`config.mk`:
```
export PLATFORM = sky130hd
export DESIGN_NAME = vtf_ctrl
export DESIGN_NICKNAME = d
export VERILOG_FILES = /design/src/rtl/vtf_pkg.sv /design/src/rtl/vtf_ctrl.sv
export SDC_FILE = /design/constraint.sdc
export NUM_CORES = 1
export LEC_CHECK = 0
export BUFFER_PORTS_ARGS = -buffer_cell sky130_fd_sc_hd__buf_2
export CORE_UTILIZATION = 44
export CTS_BUF_LIST = sky130_fd_sc_hd__clkbuf_16
export DETAILED_ROUTE_END_ITERATION = 8
export PLACE_DENSITY = 0.71
export SYNTH_ARGS = -nofsm -noshare
export SYNTH_HDL_FRONTEND = slang
export SYNTH_SLANG_ARGS = --single-unit
```
`constraint.sdc`:
```
create_clock -name clk -period 1.6 [get_ports clk]
set_clock_uncertainty 0.15 [all_clocks]
set_input_delay 0.24 -clock clk [delete_from_list [all_inputs] [get_ports clk]]
set_output_delay 0.24 -clock clk [all_outputs]
set_load 0.02 [all_outputs]
```
`src/rtl/vtf_pkg.sv`:
```
package vtf_pkg;

	localparam int MAX_CAMERAS = 16;
	localparam int CAM_W       = $clog2(MAX_CAMERAS + 1);
	localparam int DIV_STEPS   = 32;
	localparam int CNT_W       = $clog2(DIV_STEPS);

	typedef enum logic [1:0] {
		ACT_START   = 2'd0,
		ACT_REPLACE = 2'd1,
		ACT_AVERAGE = 2'd2,
		ACT_IGNORE  = 2'd3
	} act_t;

	typedef struct packed {
		logic               start_new;
		logic signed [31:0] pos_x;
		logic signed [31:0] pos_y;
		logic signed [31:0] pos_z;
		logic        [31:0] pixel_size;
		logic signed [15:0] similarity;
		logic        [15:0] camera_id;
	} in_word_t;

	typedef struct packed {
		logic signed [31:0] fused_x;
		logic signed [31:0] fused_y;
		logic signed [31:0] fused_z;
		logic        [31:0] best_pixel_size;
		logic signed [15:0] best_similarity;
		logic        [31:0] point_count;
		logic        [4:0]  camera_count;
		logic               table_full;
		logic        [1:0]  action;
	} out_word_t;

	typedef struct packed {
		logic       load;
		logic       decide;
		logic       mul;
		logic       sum;
		logic       prep;
		logic       div_step;
		logic       div_last;
		logic       commit;
		logic       out_load;
		logic [1:0] coord;
	} vtf_cmd_t;

	typedef struct packed {
		logic avg_needed;
		logic out_free;
	} vtf_sts_t;

endpackage

```
`src/rtl/vtf_ctrl.sv`:
```
module vtf_ctrl import vtf_pkg::*; (
	input  logic     clk,
	input  logic     arst_n,
	input  logic     in_valid,
	output logic     in_ready,
	input  vtf_sts_t sts,
	output vtf_cmd_t cmd
);

	typedef enum logic [2:0] {
		S_IDLE, S_DECIDE, S_MUL, S_SUM, S_PREP, S_DIV, S_DONE
	} state_t;

	state_t           state_q;
	logic [1:0]       coord_q;
	logic [CNT_W-1:0] cnt_q;
	logic             last_w;

	assign last_w   = (cnt_q == CNT_W'(DIV_STEPS - 1));
	assign in_ready = (state_q == S_IDLE);

	always_comb begin
		cmd          = '0;
		cmd.coord    = coord_q;
		cmd.load     = in_ready && in_valid;
		cmd.decide   = (state_q == S_DECIDE);
		cmd.mul      = (state_q == S_MUL);
		cmd.sum      = (state_q == S_SUM);
		cmd.prep     = (state_q == S_PREP);
		cmd.div_step = (state_q == S_DIV);
		cmd.div_last = (state_q == S_DIV) && last_w;
		cmd.commit   = (state_q == S_DIV) && last_w && (coord_q == 2'd2);
		cmd.out_load = (state_q == S_DONE) && sts.out_free;
	end

	always_ff @(posedge clk or negedge arst_n) begin
		if (!arst_n) begin
			state_q <= S_IDLE;
			coord_q <= '0;
			cnt_q   <= '0;
		end else begin
			case (state_q)
				S_IDLE: begin
					if (in_valid) state_q <= S_DECIDE;
				end
				S_DECIDE: begin
					coord_q <= '0;
					state_q <= sts.avg_needed ? S_MUL : S_DONE;
				end
				S_MUL: state_q <= S_SUM;
				S_SUM: state_q <= S_PREP;
				S_PREP: begin
					cnt_q   <= '0;
					state_q <= S_DIV;
				end
				S_DIV: begin
					cnt_q <= cnt_q + CNT_W'(1);
					if (last_w) begin
						if (coord_q == 2'd2) begin
							state_q <= S_DONE;
						end else begin
							coord_q <= coord_q + 2'd1;
							state_q <= S_MUL;
						end
					end
				end
				S_DONE: begin
					if (sts.out_free) state_q <= S_IDLE;
				end
				default: state_q <= S_IDLE;
			endcase
		end
	end

	a_coord_range: assert property (@(posedge clk) disable iff (!arst_n)
		(state_q == S_DIV) |-> (coord_q <= 2'd2))
		else $error("coordinate index out of range");
	a_done_to_idle: assert property (@(posedge clk) disable iff (!arst_n)
		cmd.out_load |=> in_ready)
		else $error("not idle after result load");
	a_no_load_busy: assert property (@(posedge clk) disable iff (!arst_n)
		(state_q != S_IDLE) |-> !cmd.load)
		else $error("word accepted while busy");

endmodule

```
==> results.yml <==
route:
  num_vias: 676
  drt-initial-drc-count: 16
  viasPerCell: 5.408
  wirelength_um: 1889
  post_drt_wl_per_cell_um: 15.11
  drt_pass1_iterations: 4
  drc: 0
  final_antenna_net_count: 0
sta:
  period_share_pct: 123.3
  tightest_slew_ps: 237.3
  post-route-min-period_ps: 1974
  relSlewSlack_pct: 84.18
  fmax_mhz: 506.7
  final.setup.worst_slack_ps: -373.6
  finalHoldViolCount: 0
  timing.hold.ws_ps: 203.7
  setup-violations-final: 8
  drv_slew: 0
  rsz0062_at_grt: "true"
floorplan:
  die_w_um: 39.78
  die-area_um2: 1582
  die_y_um: 39.78
  core_um2: 1318
  io_pins: 17
  fp-row-count: 13
  floorplan.initialDensity_pct: 47.67
synthesis:
  synth.avg_cell_area_um2: 8.488
  yosys_warnings: 0
  synthesis.nets: 82
  synthCells: 74
  synth_cell_type_count: 26
  syn-cell-area_um2: 628.1
  ys_ff_latch: 10
  ys_seq_area_share_pct: 39.84
setup_path:
  cp_top_family: "simple AND/OR/NAND/NOR gates"
  cpMostUsedCell: "and3_4"
  crit_required_ps: 1210
  cpMaxStageDelayCell: "dfrtp_1"
  startpoint_type: "flip-flop"
  cpPeakStageDelay_ps: 390
  cp_cell_sequence: "ha_2, and3_4, ha_4, and3_4, and2_4, buf_6"
  path_buf_inv: 1
  worstPathArrival_ps: 1580
  critPathMaxFanout: 2
  critPathCaptureType: "primary output"
  critical_path_class: "reg -> out"
global_route:
  grt_overflow: 0
  antenna_found_initial: 0
  first_global_vias: 560
  globalRouteTotalUtil_pct: 23.91
  grt_first_pass_wirelength_um: 2435
  grt_start_max_net_pins: 12
power:
  irDropWorstVdd_mv: 0.4805
  power_mw: 0.7164
  p_per_area_nw_per_um2: 647.0
  power.leakage_nw: 0.5345
cts:
  cts_tree: "done"
  numCtsBuffers: 3
  cts.sink_count: 10
  cts.path.max_buffers: 2
  htreeDepth: 1
  path_clk_slew_ps: 40
  insertion_delay_ps: 230
  cts-root-buf: "clkbuf_16"
placed_design:
  portBuffers: 16
  place.detailed.hpwl_um: 1049
  dp_slack_ps: -144.7
  gp_congestion: 0.7272
status:
  run_status: "complete, but fails checks"
  violations: "setup timing"
cells_and_area:
  drive_gt1_share_pct: 52.73
  diodes: 0
  final_nets: 119
  fillers: 73
  syn_to_final_growth_pct: 76.29
run:
  maxCapViolCount: 0
hold_path:
  min_path_type: "in -> reg"
## cells in the final DEF (no fill, tap or decap), drive strengths merged, types with 2 or more instances in the layout
master / netlist / final
and2: 3 / 3
and3: 4 / 4
buf: 3 / 35
clkbuf: 2 / 4
dfrtp: 10 / 10
ha: 3 / 3
inv: 3 / 3
mux2i: 2 / 2
nand2: 12 / 12
nand2b: 4 / 4
nand3: 3 / 3
nor2: 4 / 4
nor2b: 2 / 2
nor3: 3 / 3
o21ai: 4 / 4
o22ai: 2 / 2
## what timing repair did
item                       4_1_cts  5_1_grt
resized for setup               18       10
pin swaps                        5        7
hold buffers                     1        0
cloned                           0        2
setup endpoints to repair       11       13
hold endpoints to repair        10        0
setup buffers                    4        6
## routing by layer
metal	global-route usage, %	vias up	share of wire, %	routed length [um]
li1	-	327	-	-
met1	26.30	325	44	839
met2	43.03	22	51	966
met3	5.114	2	4.1	77
met4	10.34	0	0.26	5
met5	0	-	0	0
## flip-flops by register name (all words and copies together), names as in the netlist
signal   cells
cnt_q        5
coord_q      2
state_q      3
## through the flow
step / instance area, um2 / TNS, ps / utilization (%) / instances
4_1_cts: 1003 / -924.5 / 76.16 / 119
3_3_place_gp: 839.6 / -110.1 / 63.72 / 111
5_1_grt: 1107 / -1553 / 84.05 / 125
6_report: 1107 / -1198 / 84.05 / 125
2_1_floorplan: 668.1 / -61.12 / - / 74
3_5_place_dp: 839.6 / -227.6 / 63.72 / 111
## cell usage after synthesis
| master | count | area share [%] |
|---|---|---|
| buf_2 | 3 | 2.4 |
| o21ai_0 | 4 | 3.2 |
| nor3b_1 | 1 | 1.2 |
| nand2b_1 | 4 | 4.0 |
| nand3b_1 | 1 | 1.2 |
| o21a_1 | 1 | 1.2 |
| dfrtp_1 | 10 | 40 |
| nor2_1 | 4 | 2.4 |
| inv_1 | 3 | 1.8 |
| xnor2_1 | 1 | 1.4 |
| nor2b_1 | 2 | 2.0 |
| clkbuf_1 | 2 | 1.2 |
| or4b_1 | 1 | 1.6 |
| o22ai_1 | 2 | 2.0 |
| nand3_1 | 3 | 2.4 |
| mux2i_1 | 2 | 3.2 |
| and3_1 | 4 | 4.0 |
| a22o_1 | 1 | 1.4 |
| a41o_1 | 1 | 1.6 |
| nor3_1 | 3 | 2.4 |
| a221o_1 | 1 | 1.6 |
| a21oi_1 | 1 | 0.80 |
| and2_1 | 3 | 3.0 |
| o21bai_1 | 1 | 1.2 |
| ha_1 | 3 | 6.0 |
| nand2_1 | 12 | 7.2 |
## cell type report
class	count	area (um2)	area share, %
timing repair buffer	37	296.5	26.78
clock buffer	3	75.07	6.780
inverter	3	11.26	1.017
sequential	10	252.7	22.82
clock inverter	1	3.754	0.3390
multi-input combinational	56	449.2	40.57
tap	15	18.77	1.695
## cell families after synthesis
family | synth area share [%]
compound gates | 12.95
buf+inv | 5.378
xor+xnor | 1.395
simple gates | 31.27
mux | 3.187
flops | 39.84
fa+ha+maj | 5.977
## where the power goes
part | internal [mW] | switching, mW | leakage [nW] | total [mW]
combinational | 0.00621 | 0.00883 | 0.388 | 0.0150
clock | 0.328 | 0.119 | 0.0385 | 0.448
sequential | 0.254 | 0 | 0.108 | 0.254
total | 0.588 | 0.128 | 0.534 | 0.716
## tightest hold or removal path, delay by kind of cell
kind                   cells  cell delay [ps]
and+or+nand+nor            2              130
AOI/OAI and AO/OA          1               80
buffers and inverters      1               90
## path summary, 6_finish.rpt
kind | start | endpoint | slack (ps) | cells past startpoint
worst max-delay path | cnt_q[1]$_DFFE_PN0P_ | cmd[3] | -370 | 6
worst min-delay path | sts[0] | state_q[2]$_DFFE_PN0P_ | 200 | 4
worst max register to register | cnt_q[1]$_DFFE_PN0P_ | coord_q[1]$_DFFE_PN0P_ | -180 | 7
worst min register to register | cnt_q[4]$_DFFE_PN0P_ | cnt_q[4]$_DFFE_PN0P_ | 400 | 2
max in group asynchronous | arst_n | state_q[1]$_DFFE_PN0P_ | 840 | 2
min in group asynchronous | arst_n | coord_q[0]$_DFFE_PN0P_ | 250 | 2
Note: power is estimated with default switching activity, not from simulation.
